`src/rtl/page_replacement_clock_fifo_top_macros.svh`:
```
// assertion macros used by the frame table sequencer
`ifndef PAGE_REPLACEMENT_CLOCK_FIFO_TOP_MACROS_SVH
`define PAGE_REPLACEMENT_CLOCK_FIFO_TOP_MACROS_SVH

// same-cycle implication, checked while out of reset
`define PRCF_ASSERT_NOW(label, ck, rn, ante, cons) \
    label: assert property (@(posedge ck) disable iff (!rn) (ante) |-> (cons)) \
        else $error("prcf check failed");

// next-cycle implication, checked while out of reset
`define PRCF_ASSERT_NEXT(label, ck, rn, ante, cons) \
    label: assert property (@(posedge ck) disable iff (!rn) (ante) |=> (cons)) \
        else $error("prcf check failed");

`endif

```
`src/rtl/prcf_pkg.sv`:
```
// shared types and constants of the page frame table
`default_nettype none

package prcf_pkg;

    localparam int PAGE_W  = 8;   // page id field on the item channels
    localparam int FRAME_W = 6;   // frame index field on the result channel
    localparam int PADDR_W = 3;
    localparam int DATA_W  = 32;

    // register index, taken from paddr bit 2
    localparam logic REG_POLICY = 1'b0;

    // replacement policy codes
    localparam logic POLICY_FIFO  = 1'b0;
    localparam logic POLICY_CLOCK = 1'b1;

    typedef enum logic [2:0] {
        ST_IDLE,
        ST_LK_RD,
        ST_LK_EV,
        ST_SW_RD,
        ST_SW_EV,
        ST_CL_RD,
        ST_CL_EV
    } prcf_state_t;

    typedef struct packed {
        logic referenced;
        logic modified;
    } prcf_flags_t;

    typedef struct packed {
        logic        wr_en;
        prcf_flags_t flags;
    } prcf_wr_cmd_t;

endpackage

`default_nettype wire

```
`src/rtl/prcf_if.sv`:
```
// item channel interfaces for access items and result items
`default_nettype none

interface prcf_in_if;
    logic                       valid;
    logic                       ready;
    logic                       mode;
    logic [prcf_pkg::PAGE_W-1:0] page_id;
    logic                       is_write;

    modport source (output valid, mode, page_id, is_write, input ready);
    modport sink (input valid, mode, page_id, is_write, output ready);
endinterface

interface prcf_out_if;
    logic                        valid;
    logic                        ready;
    logic                        hit;
    logic [prcf_pkg::FRAME_W-1:0] frame;
    logic                        evicted_valid;
    logic [prcf_pkg::PAGE_W-1:0]  evicted_page;
    logic                        evicted_dirty;

    modport source (output valid, hit, frame, evicted_valid, evicted_page, evicted_dirty,
                    input ready);
    modport sink (input valid, hit, frame, evicted_valid, evicted_page, evicted_dirty,
                  output ready);
endinterface

`default_nettype wire

```
`src/rtl/page_replacement_clock_fifo_top.sv`:
```
// top level of the page frame table with fifo or clock replacement
// sequence: a lookup reads and compares frames from frame 0 up to a hit at frame k;
//   a miss then sweeps from the clock hand frame by frame to the victim; a clear
//   item visits every frame; a finishing step waits while a result is pending
// throughput: one item at a time, set by the single table read port that the
//   sequencer visits per frame in a read step, then a compare and write-back step
// reset: async active low; frames read as page k+1 with both bits clear, hand 0,
//   policy clock; per-frame valid bits stand in for the contents, no clearing pass
`default_nettype none

module page_replacement_clock_fifo_top #(
    parameter int FRAMES       = 64,
    parameter int PAGE_ID_BITS = 8
) (
    input  wire logic                         clk,
    input  wire logic                         rst_n,
    prcf_in_if.sink                           access,
    prcf_out_if.source                        result,
    input  wire logic                         psel,
    input  wire logic                         penable,
    input  wire logic                         pwrite,
    input  wire logic [prcf_pkg::PADDR_W-1:0] paddr,
    input  wire logic [prcf_pkg::DATA_W-1:0]  pwdata,
    output logic      [prcf_pkg::DATA_W-1:0]  prdata,
    output logic                              pready
);

    localparam int AW = $clog2(FRAMES);

    // policy register: the user must write it only while no item is in flight; not enforced
    logic policy;

    // frame table access: one address shared by read and write-back
    logic [AW-1:0]           tbl_addr;
    prcf_pkg::prcf_wr_cmd_t  tbl_cmd;
    logic [PAGE_ID_BITS-1:0] tbl_wr_page;
    logic [PAGE_ID_BITS-1:0] tbl_rd_page;
    prcf_pkg::prcf_flags_t   tbl_rd_flags;

    prcf_cfg u_cfg (
        .clk     (clk),
        .rst_n   (rst_n),
        .psel    (psel),
        .penable (penable),
        .pwrite  (pwrite),
        .paddr   (paddr),
        .pwdata  (pwdata),
        .prdata  (prdata),
        .pready  (pready),
        .policy  (policy)
    );

    // page, modified and referenced bits per frame; read data is registered
    prcf_table #(
        .FRAMES       (FRAMES),
        .PAGE_ID_BITS (PAGE_ID_BITS)
    ) u_table (
        .clk      (clk),
        .rst_n    (rst_n),
        .addr     (tbl_addr),
        .cmd      (tbl_cmd),
        .wr_page  (tbl_wr_page),
        .rd_page  (tbl_rd_page),
        .rd_flags (tbl_rd_flags)
    );

    // sequencer: linear lookup from frame 0, then a clock sweep from the hand
    // on a miss (fifo takes the hand frame at once), or a clear sweep; the
    // result register lets a new item in while the last result waits
    prcf_seq #(
        .FRAMES       (FRAMES),
        .PAGE_ID_BITS (PAGE_ID_BITS)
    ) u_seq (
        .clk          (clk),
        .rst_n        (rst_n),
        .policy       (policy),
        .access       (access),
        .result       (result),
        .tbl_addr     (tbl_addr),
        .tbl_cmd      (tbl_cmd),
        .tbl_wr_page  (tbl_wr_page),
        .tbl_rd_page  (tbl_rd_page),
        .tbl_rd_flags (tbl_rd_flags)
    );

endmodule

`default_nettype wire

```
`src/rtl/prcf_cfg.sv`:
```
// apb register block holding the replacement policy
`default_nettype none

module prcf_cfg (
    input  wire logic                         clk,
    input  wire logic                         rst_n,
    input  wire logic                         psel,
    input  wire logic                         penable,
    input  wire logic                         pwrite,
    input  wire logic [prcf_pkg::PADDR_W-1:0] paddr,
    input  wire logic [prcf_pkg::DATA_W-1:0]  pwdata,
    output logic      [prcf_pkg::DATA_W-1:0]  prdata,
    output logic                              pready,
    output logic                              policy
);

    logic policy_reg;
    logic policy_next;
    logic hit_policy;

    assign hit_policy = (paddr[prcf_pkg::PADDR_W-1] == prcf_pkg::REG_POLICY);

    always_comb
    begin
        policy_next = policy_reg;
        if (psel && penable && pwrite && hit_policy)
        begin
            policy_next = pwdata[0];
        end
    end

    always_ff @(posedge clk or negedge rst_n)
    begin
        if (!rst_n)
        begin
            policy_reg <= prcf_pkg::POLICY_CLOCK;
        end
        else
        begin
            policy_reg <= policy_next;
        end
    end

    always_comb
    begin
        prdata = '0;
        if (hit_policy)
        begin
            prdata[0] = policy_reg;
        end
    end

    assign pready = 1'b1;
    assign policy = policy_reg;

endmodule

`default_nettype wire

```
`src/rtl/prcf_table.sv`:
```
// frame table memory with per-frame valid bits standing in for the reset contents
`default_nettype none

module prcf_table #(
    parameter int FRAMES       = 64,
    parameter int PAGE_ID_BITS = 8,
    localparam int AW          = $clog2(FRAMES)
) (
    input  wire logic                         clk,
    input  wire logic                         rst_n,
    input  wire logic [AW-1:0]                addr,
    input  wire prcf_pkg::prcf_wr_cmd_t       cmd,
    input  wire logic [PAGE_ID_BITS-1:0]      wr_page,
    output logic      [PAGE_ID_BITS-1:0]      rd_page,
    output prcf_pkg::prcf_flags_t             rd_flags
);

    localparam int WW = PAGE_ID_BITS + 2;

    logic [WW-1:0]     entry_mem [FRAMES];
    logic [FRAMES-1:0] valid_reg;
    logic [FRAMES-1:0] valid_next;
    logic [WW-1:0]     rd_word_reg;
    logic              rd_valid_reg;
    logic [AW-1:0]     rd_addr_reg;
    logic [AW:0]       reset_page;

    always_ff @(posedge clk)
    begin
        if (cmd.wr_en)
        begin
            entry_mem[addr] <= {wr_page, cmd.flags.modified, cmd.flags.referenced};
        end
        rd_word_reg  <= entry_mem[addr];
        rd_valid_reg <= valid_reg[addr];
        rd_addr_reg  <= addr;
    end

    always_comb
    begin
        valid_next = valid_reg;
        if (cmd.wr_en)
        begin
            valid_next[addr] = 1'b1;
        end
    end

    always_ff @(posedge clk or negedge rst_n)
    begin
        if (!rst_n)
        begin
            valid_reg <= '0;
        end
        else
        begin
            valid_reg <= valid_next;
        end
    end

    // an unwritten frame k holds page k plus one, both bits clear
    assign reset_page = {1'b0, rd_addr_reg} + {{AW{1'b0}}, 1'b1};

    assign rd_page             = rd_valid_reg ? rd_word_reg[WW-1:2]
                                              : PAGE_ID_BITS'(reset_page);
    assign rd_flags.modified   = rd_valid_reg & rd_word_reg[1];
    assign rd_flags.referenced = rd_valid_reg & rd_word_reg[0];

endmodule

`default_nettype wire

```
`src/rtl/prcf_seq.sv`:
```
// sequencer that walks the frame table with one shared page comparator
`default_nettype none
`include "page_replacement_clock_fifo_top_macros.svh"

module prcf_seq #(
    parameter int FRAMES       = 64,
    parameter int PAGE_ID_BITS = 8,
    localparam int AW          = $clog2(FRAMES)
) (
    input  wire logic                    clk,
    input  wire logic                    rst_n,
    input  wire logic                    policy,
    prcf_in_if.sink                      access,
    prcf_out_if.source                   result,
    output logic      [AW-1:0]           tbl_addr,
    output prcf_pkg::prcf_wr_cmd_t       tbl_cmd,
    output logic      [PAGE_ID_BITS-1:0] tbl_wr_page,
    input  wire logic [PAGE_ID_BITS-1:0] tbl_rd_page,
    input  wire prcf_pkg::prcf_flags_t   tbl_rd_flags
);

    localparam int FW = prcf_pkg::FRAME_W;
    localparam int PW = prcf_pkg::PAGE_W;
    localparam logic [AW-1:0] LAST_IDX = AW'(FRAMES - 1);

    prcf_pkg::prcf_state_t state_reg, state_next;

    logic [AW-1:0]           idx_reg, idx_next;
    logic [AW-1:0]           hand_reg, hand_next;
    logic [PAGE_ID_BITS-1:0] page_reg, page_next;
    logic                    wr_reg, wr_next;

    logic          out_valid_reg, out_valid_next;
    logic          hit_reg, hit_next;
    logic [FW-1:0] frame_reg, frame_next;
    logic          ev_valid_reg, ev_valid_next;
    logic [PW-1:0] ev_page_reg, ev_page_next;
    logic          ev_dirty_reg, ev_dirty_next;

    logic          match;
    logic          last;
    logic          victim;
    logic          fin_ok;
    logic [AW-1:0] idx_inc;
    logic          ev_state;

    // shared compare unit and index stepping
    assign match   = (tbl_rd_page == page_reg);
    assign last    = (idx_reg == LAST_IDX);
    assign idx_inc = last ? '0 : idx_reg + {{(AW-1){1'b0}}, 1'b1};
    assign victim  = (policy == prcf_pkg::POLICY_FIFO) || !tbl_rd_flags.referenced;
    assign fin_ok  = !out_valid_reg || result.ready;

    // evaluation steps: read data valid, compare and write back
    assign ev_state = (state_reg == prcf_pkg::ST_LK_EV) || (state_reg == prcf_pkg::ST_SW_EV)
                      || (state_reg == prcf_pkg::ST_CL_EV);

    always_comb
    begin
        state_next = state_reg;
        case (state_reg)
            prcf_pkg::ST_IDLE:
            begin
                if (access.valid)
                begin
                    state_next = access.mode ? prcf_pkg::ST_CL_RD : prcf_pkg::ST_LK_RD;
                end
            end
            prcf_pkg::ST_LK_RD:
            begin
                state_next = prcf_pkg::ST_LK_EV;
            end
            prcf_pkg::ST_LK_EV:
            begin
                if (match)
                begin
                    if (fin_ok)
                    begin
                        state_next = prcf_pkg::ST_IDLE;
                    end
                end
                else if (last)
                begin
                    state_next = prcf_pkg::ST_SW_RD;
                end
                else
                begin
                    state_next = prcf_pkg::ST_LK_RD;
                end
            end
            prcf_pkg::ST_SW_RD:
            begin
                state_next = prcf_pkg::ST_SW_EV;
            end
            prcf_pkg::ST_SW_EV:
            begin
                if (!victim)
                begin
                    state_next = prcf_pkg::ST_SW_RD;
                end
                else if (fin_ok)
                begin
                    state_next = prcf_pkg::ST_IDLE;
                end
            end
            prcf_pkg::ST_CL_RD:
            begin
                state_next = prcf_pkg::ST_CL_EV;
            end
            prcf_pkg::ST_CL_EV:
            begin
                if (!last)
                begin
                    state_next = prcf_pkg::ST_CL_RD;
                end
                else if (fin_ok)
                begin
                    state_next = prcf_pkg::ST_IDLE;
                end
            end
            default:
            begin
                state_next = prcf_pkg::ST_IDLE;
            end
        endcase
    end

    always_comb
    begin
        access.ready                = (state_reg == prcf_pkg::ST_IDLE);
        tbl_cmd.wr_en               = 1'b0;
        tbl_cmd.flags.referenced    = 1'b0;
        tbl_cmd.flags.modified      = tbl_rd_flags.modified;
        tbl_wr_page                 = tbl_rd_page;
        case (state_reg)
            prcf_pkg::ST_LK_EV:
            begin
                if (match && fin_ok)
                begin
                    tbl_cmd.wr_en            = 1'b1;
                    tbl_cmd.flags.referenced = 1'b1;
                    tbl_cmd.flags.modified   = tbl_rd_flags.modified | wr_reg;
                end
            end
            prcf_pkg::ST_SW_EV:
            begin
                if (!victim)
                begin
                    tbl_cmd.wr_en = 1'b1;
                end
                else if (fin_ok)
                begin
                    tbl_cmd.wr_en            = 1'b1;
                    tbl_cmd.flags.referenced = 1'b1;
                    tbl_cmd.flags.modified   = wr_reg;
                    tbl_wr_page              = page_reg;
                end
            end
            prcf_pkg::ST_CL_EV:
            begin
                tbl_cmd.wr_en = !last || fin_ok;
            end
            default:
            begin
                tbl_cmd.wr_en = 1'b0;
            end
        endcase
    end

    always_comb
    begin
        idx_next       = idx_reg;
        hand_next      = hand_reg;
        page_next      = page_reg;
        wr_next        = wr_reg;
        out_valid_next = out_valid_reg && !result.ready;
        hit_next       = hit_reg;
        frame_next     = frame_reg;
        ev_valid_next  = ev_valid_reg;
        ev_page_next   = ev_page_reg;
        ev_dirty_next  = ev_dirty_reg;
        case (state_reg)
            prcf_pkg::ST_IDLE:
            begin
                if (access.valid)
                begin
                    page_next = PAGE_ID_BITS'(access.page_id);
                    wr_next   = access.is_write;
                    idx_next  = '0;
                end
            end
            prcf_pkg::ST_LK_EV:
            begin
                if (match)
                begin
                    if (fin_ok)
                    begin
                        out_valid_next = 1'b1;
                        hit_next       = 1'b1;
                        frame_next     = FW'(idx_reg);
                        ev_valid_next  = 1'b0;
                        ev_page_next   = '0;
                        ev_dirty_next  = 1'b0;
                    end
                end
                else if (last)
                begin
                    // miss: replacement starts at the hand
                    idx_next = hand_reg;
                end
                else
                begin
                    idx_next = idx_inc;
                end
            end
            prcf_pkg::ST_SW_EV:
            begin
                if (!victim)
                begin
                    idx_next = idx_inc;
                end
                else if (fin_ok)
                begin
                    hand_next      = idx_inc;
                    out_valid_next = 1'b1;
                    hit_next       = 1'b0;
                    frame_next     = FW'(idx_reg);
                    ev_valid_next  = 1'b1;
                    ev_page_next   = PW'(tbl_rd_page);
                    ev_dirty_next  = tbl_rd_flags.modified;
                end
            end
            prcf_pkg::ST_CL_EV:
            begin
                if (!last)
                begin
                    idx_next = idx_inc;
                end
                else if (fin_ok)
                begin
                    out_valid_next = 1'b1;
                    hit_next       = 1'b0;
                    frame_next     = '0;
                    ev_valid_next  = 1'b0;
                    ev_page_next   = '0;
                    ev_dirty_next  = 1'b0;
                end
            end
            default:
            begin
                idx_next = idx_reg;
            end
        endcase
    end

    always_ff @(posedge clk or negedge rst_n)
    begin
        if (!rst_n)
        begin
            state_reg     <= prcf_pkg::ST_IDLE;
            hand_reg      <= '0;
            out_valid_reg <= 1'b0;
        end
        else
        begin
            state_reg     <= state_next;
            hand_reg      <= hand_next;
            out_valid_reg <= out_valid_next;
        end
    end

    always_ff @(posedge clk)
    begin
        idx_reg      <= idx_next;
        page_reg     <= page_next;
        wr_reg       <= wr_next;
        hit_reg      <= hit_next;
        frame_reg    <= frame_next;
        ev_valid_reg <= ev_valid_next;
        ev_page_reg  <= ev_page_next;
        ev_dirty_reg <= ev_dirty_next;
    end

    assign tbl_addr             = idx_reg;
    assign result.valid         = out_valid_reg;
    assign result.hit           = hit_reg;
    assign result.frame         = frame_reg;
    assign result.evicted_valid = ev_valid_reg;
    assign result.evicted_page  = ev_page_reg;
    assign result.evicted_dirty = ev_dirty_reg;

    // a hit never reports an eviction
    `PRCF_ASSERT_NOW(a_hit_no_evict, clk, rst_n, out_valid_reg && hit_reg, !ev_valid_reg)
    // the hand only moves when a victim is replaced
    `PRCF_ASSERT_NEXT(a_hand_hold, clk, rst_n, state_reg != prcf_pkg::ST_SW_EV, $stable(hand_reg))
    // table writes come only from evaluation steps
    `PRCF_ASSERT_NOW(a_wr_state, clk, rst_n, tbl_cmd.wr_en, ev_state)
    // a fresh result is produced only by a finishing evaluation step
    `PRCF_ASSERT_NOW(a_res_src, clk, rst_n, out_valid_reg && !$past(out_valid_reg), $past(ev_state))

endmodule

`default_nettype wire
```
`src/flat_wrapper.sv`:
```
// flat-port wrapper written by rule: the top's interface ports become plain ports
module page_replacement_clock_fifo_top_flat 
#(
    parameter int FRAMES       = 64,
    parameter int PAGE_ID_BITS = 8
)
  (clk, rst_n, psel, penable, pwrite, paddr, pwdata, prdata, pready, access_valid, access_mode, access_page_id, access_is_write, access_ready, result_valid, result_hit, result_frame, result_evicted_valid, result_evicted_page, result_evicted_dirty, result_ready);
  prcf_in_if access_i ();
  prcf_out_if result_i ();
  input  wire logic clk;
  input  wire logic rst_n;
  input  wire logic psel;
  input  wire logic penable;
  input  wire logic pwrite;
  input  wire logic [prcf_pkg::PADDR_W-1:0] paddr;
  input  wire logic [prcf_pkg::DATA_W-1:0] pwdata;
  output logic      [prcf_pkg::DATA_W-1:0] prdata;
  output logic pready;
  input wire logic [$bits(access_i.valid)-1:0] access_valid;
  input wire logic [$bits(access_i.mode)-1:0] access_mode;
  input wire logic [$bits(access_i.page_id)-1:0] access_page_id;
  input wire logic [$bits(access_i.is_write)-1:0] access_is_write;
  output wire logic [$bits(access_i.ready)-1:0] access_ready;
  output wire logic [$bits(result_i.valid)-1:0] result_valid;
  output wire logic [$bits(result_i.hit)-1:0] result_hit;
  output wire logic [$bits(result_i.frame)-1:0] result_frame;
  output wire logic [$bits(result_i.evicted_valid)-1:0] result_evicted_valid;
  output wire logic [$bits(result_i.evicted_page)-1:0] result_evicted_page;
  output wire logic [$bits(result_i.evicted_dirty)-1:0] result_evicted_dirty;
  input wire logic [$bits(result_i.ready)-1:0] result_ready;
  assign access_i.valid = access_valid;
  assign access_i.mode = access_mode;
  assign access_i.page_id = access_page_id;
  assign access_i.is_write = access_is_write;
  assign access_ready = access_i.ready;
  assign result_valid = result_i.valid;
  assign result_hit = result_i.hit;
  assign result_frame = result_i.frame;
  assign result_evicted_valid = result_i.evicted_valid;
  assign result_evicted_page = result_i.evicted_page;
  assign result_evicted_dirty = result_i.evicted_dirty;
  assign result_i.ready = result_ready;
  page_replacement_clock_fifo_top #(.FRAMES(FRAMES), .PAGE_ID_BITS(PAGE_ID_BITS)) u_core (.clk(clk), .rst_n(rst_n), .access(access_i), .result(result_i), .psel(psel), .penable(penable), .pwrite(pwrite), .paddr(paddr), .pwdata(pwdata), .prdata(prdata), .pready(pready));
endmodule
```
`config.mk`:
```
export PLATFORM = sky130hd
export DESIGN_NAME = page_replacement_clock_fifo_top_flat
export DESIGN_NICKNAME = d
export VERILOG_FILES = /design/src/rtl/prcf_pkg.sv /design/src/rtl/prcf_if.sv /design/src/rtl/page_replacement_clock_fifo_top.sv /design/src/rtl/prcf_cfg.sv /design/src/rtl/prcf_table.sv /design/src/rtl/prcf_seq.sv /design/src/flat_wrapper.sv
export VERILOG_INCLUDE_DIRS = /design/src /design/src/rtl
export SDC_FILE = /design/constraint.sdc
export NUM_CORES = 1
export LEC_CHECK = 0
export BUFFER_PORTS_ARGS = -buffer_cell sky130_fd_sc_hd__buf_2
export CORE_MARGIN = 2
export CORE_UTILIZATION = 44
export CTS_CLUSTER_DIAMETER = 100
export DETAILED_ROUTE_END_ITERATION = 16
export MAX_ROUTING_LAYER = met4
export PLACE_DENSITY = 0.68
export SLEW_MARGIN = 25
export SYNTH_ARGS = -nofsm -noshare
export SYNTH_HDL_FRONTEND = slang
export SYNTH_SLANG_ARGS = --single-unit
```
`constraint.sdc`:
```
create_clock -name clk -period 6.5 [get_ports clk]
set_clock_uncertainty 0.05 [all_clocks]
set_input_delay 1.3 -clock clk [delete_from_list [all_inputs] [get_ports clk]]
set_output_delay 1.3 -clock clk [all_outputs]
set_load 0.05 [all_outputs]
```
==> After elaboration in Yosys (flattened, before gate mapping) <==
Memories as Yosys holds them, arrays and structs flattened. A register that Yosys moved wholly into a read port is not among the register bits.
Index checks and enable logic that the tools add are counted.
{ "word_totals": {"ff_bits": 114, "ram_bits": 640, "memories": 1, "output_inout_bits": 52} }
{ "op_classes": {"reduce_logical": 22, "n_addsub": 2, "eq_ne": 18, "n_bitwise": 6, "n_mux": 66, "magnitude_cmp": 2} }
{ "memory_table": {"columns": ["memory", "words", "word_bits", "rd", "rd_ports_with_merged_regs", "wr", "line_no", "text"], "rows": [
  ["u_core.u_table.entry_mem", 64, 10, 1, 1, 1, "prcf_table.sv:20", "logic [WW-1:0] entry_mem [FRAMES];"]
]} }
{ "op_table": {"columns": ["operator", "n"], "rows": [
  ["$mux W8", 9],
  ["$mux W6", 11],
  ["$or A64 B64 Y64", 1],
  ["$mux W1", 24],
  ["$mux W3", 8],
  ["$pmux W6 S4", 1],
  ["$pmux W8 S3", 1],
  ["$pmux W3 S7", 1],
  ["$ne A2 B2 Y1 const B", 10],
  ["$reduce_and A5 Y1", 4],
  ["$pmux W6 S3", 1],
  ["$pmux W1 S3", 5],
  ["$eq A3 B3 Y1 const B", 3],
  ["$eq A8 B8 Y1", 1],
  ["$add A6 B1 Y7 const B", 1],
  ["$lt A6 B7 Y1 const B", 1],
  ["$add A6 B1 Y6 const B", 1],
  ["$bmux W1 S6", 1],
  ["$demux W1 S6", 1],
  ["$eq A3 B2 Y1 const B", 2],
  ["$eq A6 B6 Y1 const B", 1],
  ["$ge A6 B1 Y1 const B", 1],
  ["$logic_and A1 B1 Y1", 6],
  ["$logic_not A1 Y1", 4],
  ["other kinds (12)", 17]
]} }

==> Longest topological paths before layout <==
{ "depth": {"depth_word": 8, "depth_mapped": 11, "depth_no_buf": 7} }

==> Hierarchy <==
A second synthesis with hierarchy kept.
{ "hier_totals": {"hier_cells": 1566, "hier_area_um2": 30271.5} }
{ "modules_own_cells": {"columns": ["mod", "area_per_inst_um2", "n_inst", "seq_area_each_um2", "cells_per_inst"], "rows": [
  ["prcf_table", 27766.6, 1, 21160.3, 1330],
  ["prcf_seq", 2202.1, 1, 1211.2, 198],
  ["prcf_cfg", 302.8, 1, 26.3, 38]
]} }

==> Worst setup path before layout <==
OpenSTA, ideal clock, no wires.
{ "synth_path": {"path_kind": "in2reg", "from": "in result_ready", "to": "mem u_core.u_table.entry_mem[0][7] (netlist name) (data pin)", "slack_ps": 1223, "cell_stages": 5, "arrival_ps": 4525, "setup_ps": 702, "required_ps": 5748, "n_path_buf": 2, "path_cell_list": "nor2b_1 -> clkbuf_1 -> nor2_1 -> clkbuf_1 -> o21ai_0"} }
{ "synth_via": {"elab_chain_cells": 4} }
{ "synth_rtl": {"columns": ["element", "line_no", "text"], "rows": [
  ["start: declaration", "flat_wrapper.sv:30", "input wire logic [$bits(result_i.ready)-1:0] result_ready;"],
  ["$logic_or A1 B1 Y1", "prcf_seq.sv:52", "assign fin_ok = !out_valid_reg || result.ready;"],
  ["$mux W8", "prcf_seq.sv:151", "else if (fin_ok)"],
  ["$mux W8", "prcf_seq.sv:147", "if (!victim)"],
  ["$mux W8", "prcf_seq.sv:135", "case (state_reg)"],
  ["via u_core.tbl_wr_page[5]", "page_replacement_clock_fifo_top.sv:36", "logic [PAGE_ID_BITS-1:0] tbl_wr_page;"],
  ["end: declaration", "prcf_table.sv:20", null]
]} }
The timed path passes the listed nets, and every way through them passes these cells.

==> Worst setup path in the final report <==
{ "layout_path": {"from": "reg u_core.u_table.rd_valid_reg", "to": "mem u_core.u_table.entry_mem[14][3] (netlist name), enable pin"} }
{ "layout_via": {"elab_chain_cells": 7, "word_cells_on_any_way": 11} }
{ "layout_rtl": {"columns": ["element", "line_no", "text"], "rows": [
  ["start: declaration", "prcf_table.sv:24", "logic rd_valid_reg;"],
  ["start signal: assignment", "prcf_table.sv:35", "rd_valid_reg <= valid_reg[addr];"],
  ["$mux W8 or $and A1 B1 Y1 (tied branches)", "prcf_table.sv:63, prcf_table.sv:66", null],
  ["$eq A8 B8 Y1 or $logic_not A1 Y1 (tied branches)", "prcf_seq.sv:48, prcf_seq.sv:51", null],
  ["$logic_and A1 B1 Y1 or $logic_or A1 B1 Y1 (tied branches)", "prcf_seq.sv:138, prcf_seq.sv:51", null],
  ["$mux W3 or $mux W1 (tied branches)", "prcf_seq.sv:138, prcf_seq.sv:147", null],
  ["$pmux W1 S3 (*)", "prcf_seq.sv:135", null],
  ["$mux W1 (*)", "prcf_table.sv:30", "if (cmd.wr_en)"],
  ["$mux W1 (not written as such) (*)", "prcf_table.sv:32", "entry_mem[addr] <= {wr_page, cmd.flags.modified, cmd.flags.referenced};"]
]} }
Mark *: on every way between the ends. The rest lies on a longest branch, timed or not.

==> results.cfg <==
[outcome]
outcome = finished clean

[sta]
drv_slew = 0
finalHoldViolCount = 0
slew_headroom_pct = 20.17
min_period_ns = 4.707
fin_hold_ws_ns = 0.4159
setup_violations = 0
worst_slew_pin_slew_ns = 1.198
fmax_ghz = 0.2124
finalSetupTns_ns = 0
rsz0062_at_grt = no
finalCritPeriodShare_pct = 72.42

[hold_path]
hold_start = u_core.u_table.valid_reg[59]
worstHoldEndpoint = u_core.u_table.valid_reg[59]
holdPathStages = 1
worstHoldPathType = flop to flop

[die]
ios = 104
start_util_pct = 44.38
die_h_um = 269.8
die_area_mm2 = 0.07278
rows = 97
die_w_um = 269.8
core_mm2 = 0.07003

[yosys]
yosys-top-cells-area = edfxtp_1 65%, dfrtp_1 6.0%, mux4_2 4.1%
yosys_warnings = 0
synth_common_cells = 672 x edfxtp_1, 94 x nand2_1, 92 x a221oi_1
netlist.area_leader.share_pct = 64.93
synth.avg_cell_area_um2 = 16.45
netlist_instances = 1889
yosys.area.top_type = edfxtp_1
synth-edff-count = 672
netlist_area_mm2 = 0.03108
synth_cell_types = 72
yosysSeqAreaShare_pct = 72.07
synth-seq-cells = 764
ys.flop_type = edfxtp_1
synthArstFlopShare_pct = 9.817
synth_most_common_cell = edfxtp_1

[place]
placed_cell_area_mm2 = 0.03235
io_buffers = 38
dpl.hpwl_um = 49640
placedCellCount = 2784
gp_congestion = 0.9066

[critical_path]
regToRegEndpoint = u_core.u_table.entry_mem[14][3]
rr_startpoint = u_core.u_table.rd_valid_reg
critPathMostFrequentCell = buf_4
end_kind = flop
r2r_slack_ns = 1.79
crit_chain = mux2i_1 > xnor2_1 > a311o_1 > a2111oi_4 > a41oi_4 > buf_4 > buf_4 > nor3_2
worstRegToRegCells = 8
crit_type = flop to flop
cp_slowest_stage_delay_ns = 0.88
start_kind = flop
critPathSlowestCell = nor3_2
critPathRequiredTime_ns = 6.68
critPathMaxFanout = 35
cp_data_arrival_time_ns = 4.89

[cts]
worstSkewPairLatency_ns = 0.65
cts_resized = 0
clockBufferDepth = 3
hold_buffers = 0
postCtsSetupBuffers = 0
htreeDepth = 3
numClockSinks = 764
cts_tree = done
clk_pin_slew_worst_paths_ns = 0.06
root_buffer = clkbuf_16
numCtsBuffers = 78

[power]
power_density_mw_per_mm2 = 529.4
ir_worst_vdd_uv = 442.2
power_leakage_nw = 11.68

[final_layout]
drive_gt1_share_pct = 21.81
largest_reg_flops = 640
instances_no_fill = 2926
fillers = 5700
final_area_mm2 = 0.03507
layout.nets = 1978
syn2layout_area_growth_pct = 12.84

[detailed_routing]
wirelength_um = 85920
dr.pass1.iters = 6
drc_errors = 0
viasPerCell = 6.370
vias = 18640
dr.first_iter.drc_count = 2728
drtAntennaViolNets = 0
routedWlPerCell_um = 29.36

[grt]
gr-total-overflow = 0
grt_pass1_wl_um = 124300
globalRouteTotalUtil_pct = 23.96
grt_max_degree = 96
grt_antenna_before_repair = 2
grt_pass1_vias = 18230

[run]
max-cap-violations = 0
-- per-layer routing --
metal	wire, µm	track usage (%)	vias up	share of wire (%)
met1	32490	31.39	9571	38
met2	39800	35.89	1227	46
met5	0	-	-	0
li1	-	-	7642	-
met4	3434	9.854	0	4.0
met3	10190	5.974	200	12
-- area by class of cell --
type / count / area, µm² / share of cell area (%)
timing repair buffer: 102 / 714.4 / 2.037
tap: 940 / 1176 / 3.354
clock buffer: 100 / 2117 / 6.037
clock inverter: 41 / 449.2 / 1.281
antenna: 1 / 2.502 / 0.007135
multi-input combinational: 972 / 8190 / 23.35
sequential: 764 / 22400 / 63.87
inverter: 6 / 22.52 / 0.06422
-- per-stage QoR --
step,power [mW],util (%),worst slack (ns)
floorplan,11.28,-,1.223
global placement,13.68,46.19,2.037
detailed placement,13.88,46.20,1.918
CTS,18.38,49.87,1.926
global route,19.08,50.08,1.590
finish,18.56,50.08,1.793
-- kinds of logic (layout without fill, tap and decap cells) --
kind of cell	count (synthesis)	count (layout)	synth area share (%)
AOI/OAI and AO/OA	427	427	10.37
xor gates and xnor gates	15	15	0.4227
adders and majority gates	2	2	0.08050
buffers and inverters	183	249	2.999
DFF	764	764	72.07
muxes	181	181	8.366
other	2	33	0.02416
and+or+nand+nor	315	315	5.676
-- critical path: cells and delay by family, from the launching register on --
kind                      cells  cell delay [ns]
AOI/OAI and AO/OA             3             1.08
and+or+nand+nor               1             0.88
muxes                         1             0.54
DFF                           1             0.75
xor gates and xnor gates      1             0.13
buffers and inverters         2             0.80
-- placed cells by master, fill, tap and decap left out, types with 8 or more instances in the layout --
master	count
a211oi_1	8
a21oi_1	49
a221o_1	13
a221oi_1	92
a222oi_1	8
a22o_1	11
a22oi_1	43
a31o_1	60
and2_1	10
buf_2	37
buf_4	61
bufinv_16	9
clkbuf_1	16
clkbuf_16	80
clkinv_1	15
clkinv_2	8
conb_1	32
dfrtp_1	74
dfxtp_1	17
edfxtp_1	672
mux2_2	60
mux2i_1	64
mux4_2	57
nand2_1	94
nand3_1	13
nand4_1	8
nor2_1	67
nor3_1	14
nor3_2	38
nor3_4	20
o21ai_0	54
o22ai_1	36
xnor2_1	9
-- power by group --
group	total, mW	internal, mW	leakage, nW	switching, mW
registers	7.14	6.82	7.25	0.327
logic	6.87	1.87	3.19	5.00
clock network	4.55	2.66	1.24	1.89
total	18.6	11.4	11.7	7.21
-- worst max-delay path by stage --
stage | start | endpoint | depth (start not counted)
floorplan | result_ready | u_core.u_table.entry_mem[0][7] | 5
finish | u_core.u_table.rd_valid_reg | u_core.u_table.entry_mem[14][3] | 8
global placement | u_core.u_table.rd_valid_reg | u_core.u_table.entry_mem[10][2] | 8
global route | u_core.u_table.rd_valid_reg | u_core.u_table.entry_mem[48][7] | 8
detailed placement | u_core.u_table.rd_valid_reg | u_core.u_table.entry_mem[29][6] | 8
CTS | u_core.u_table.rd_valid_reg | u_core.u_table.entry_mem[29][2] | 8
(Power assumes the default switching activity.)
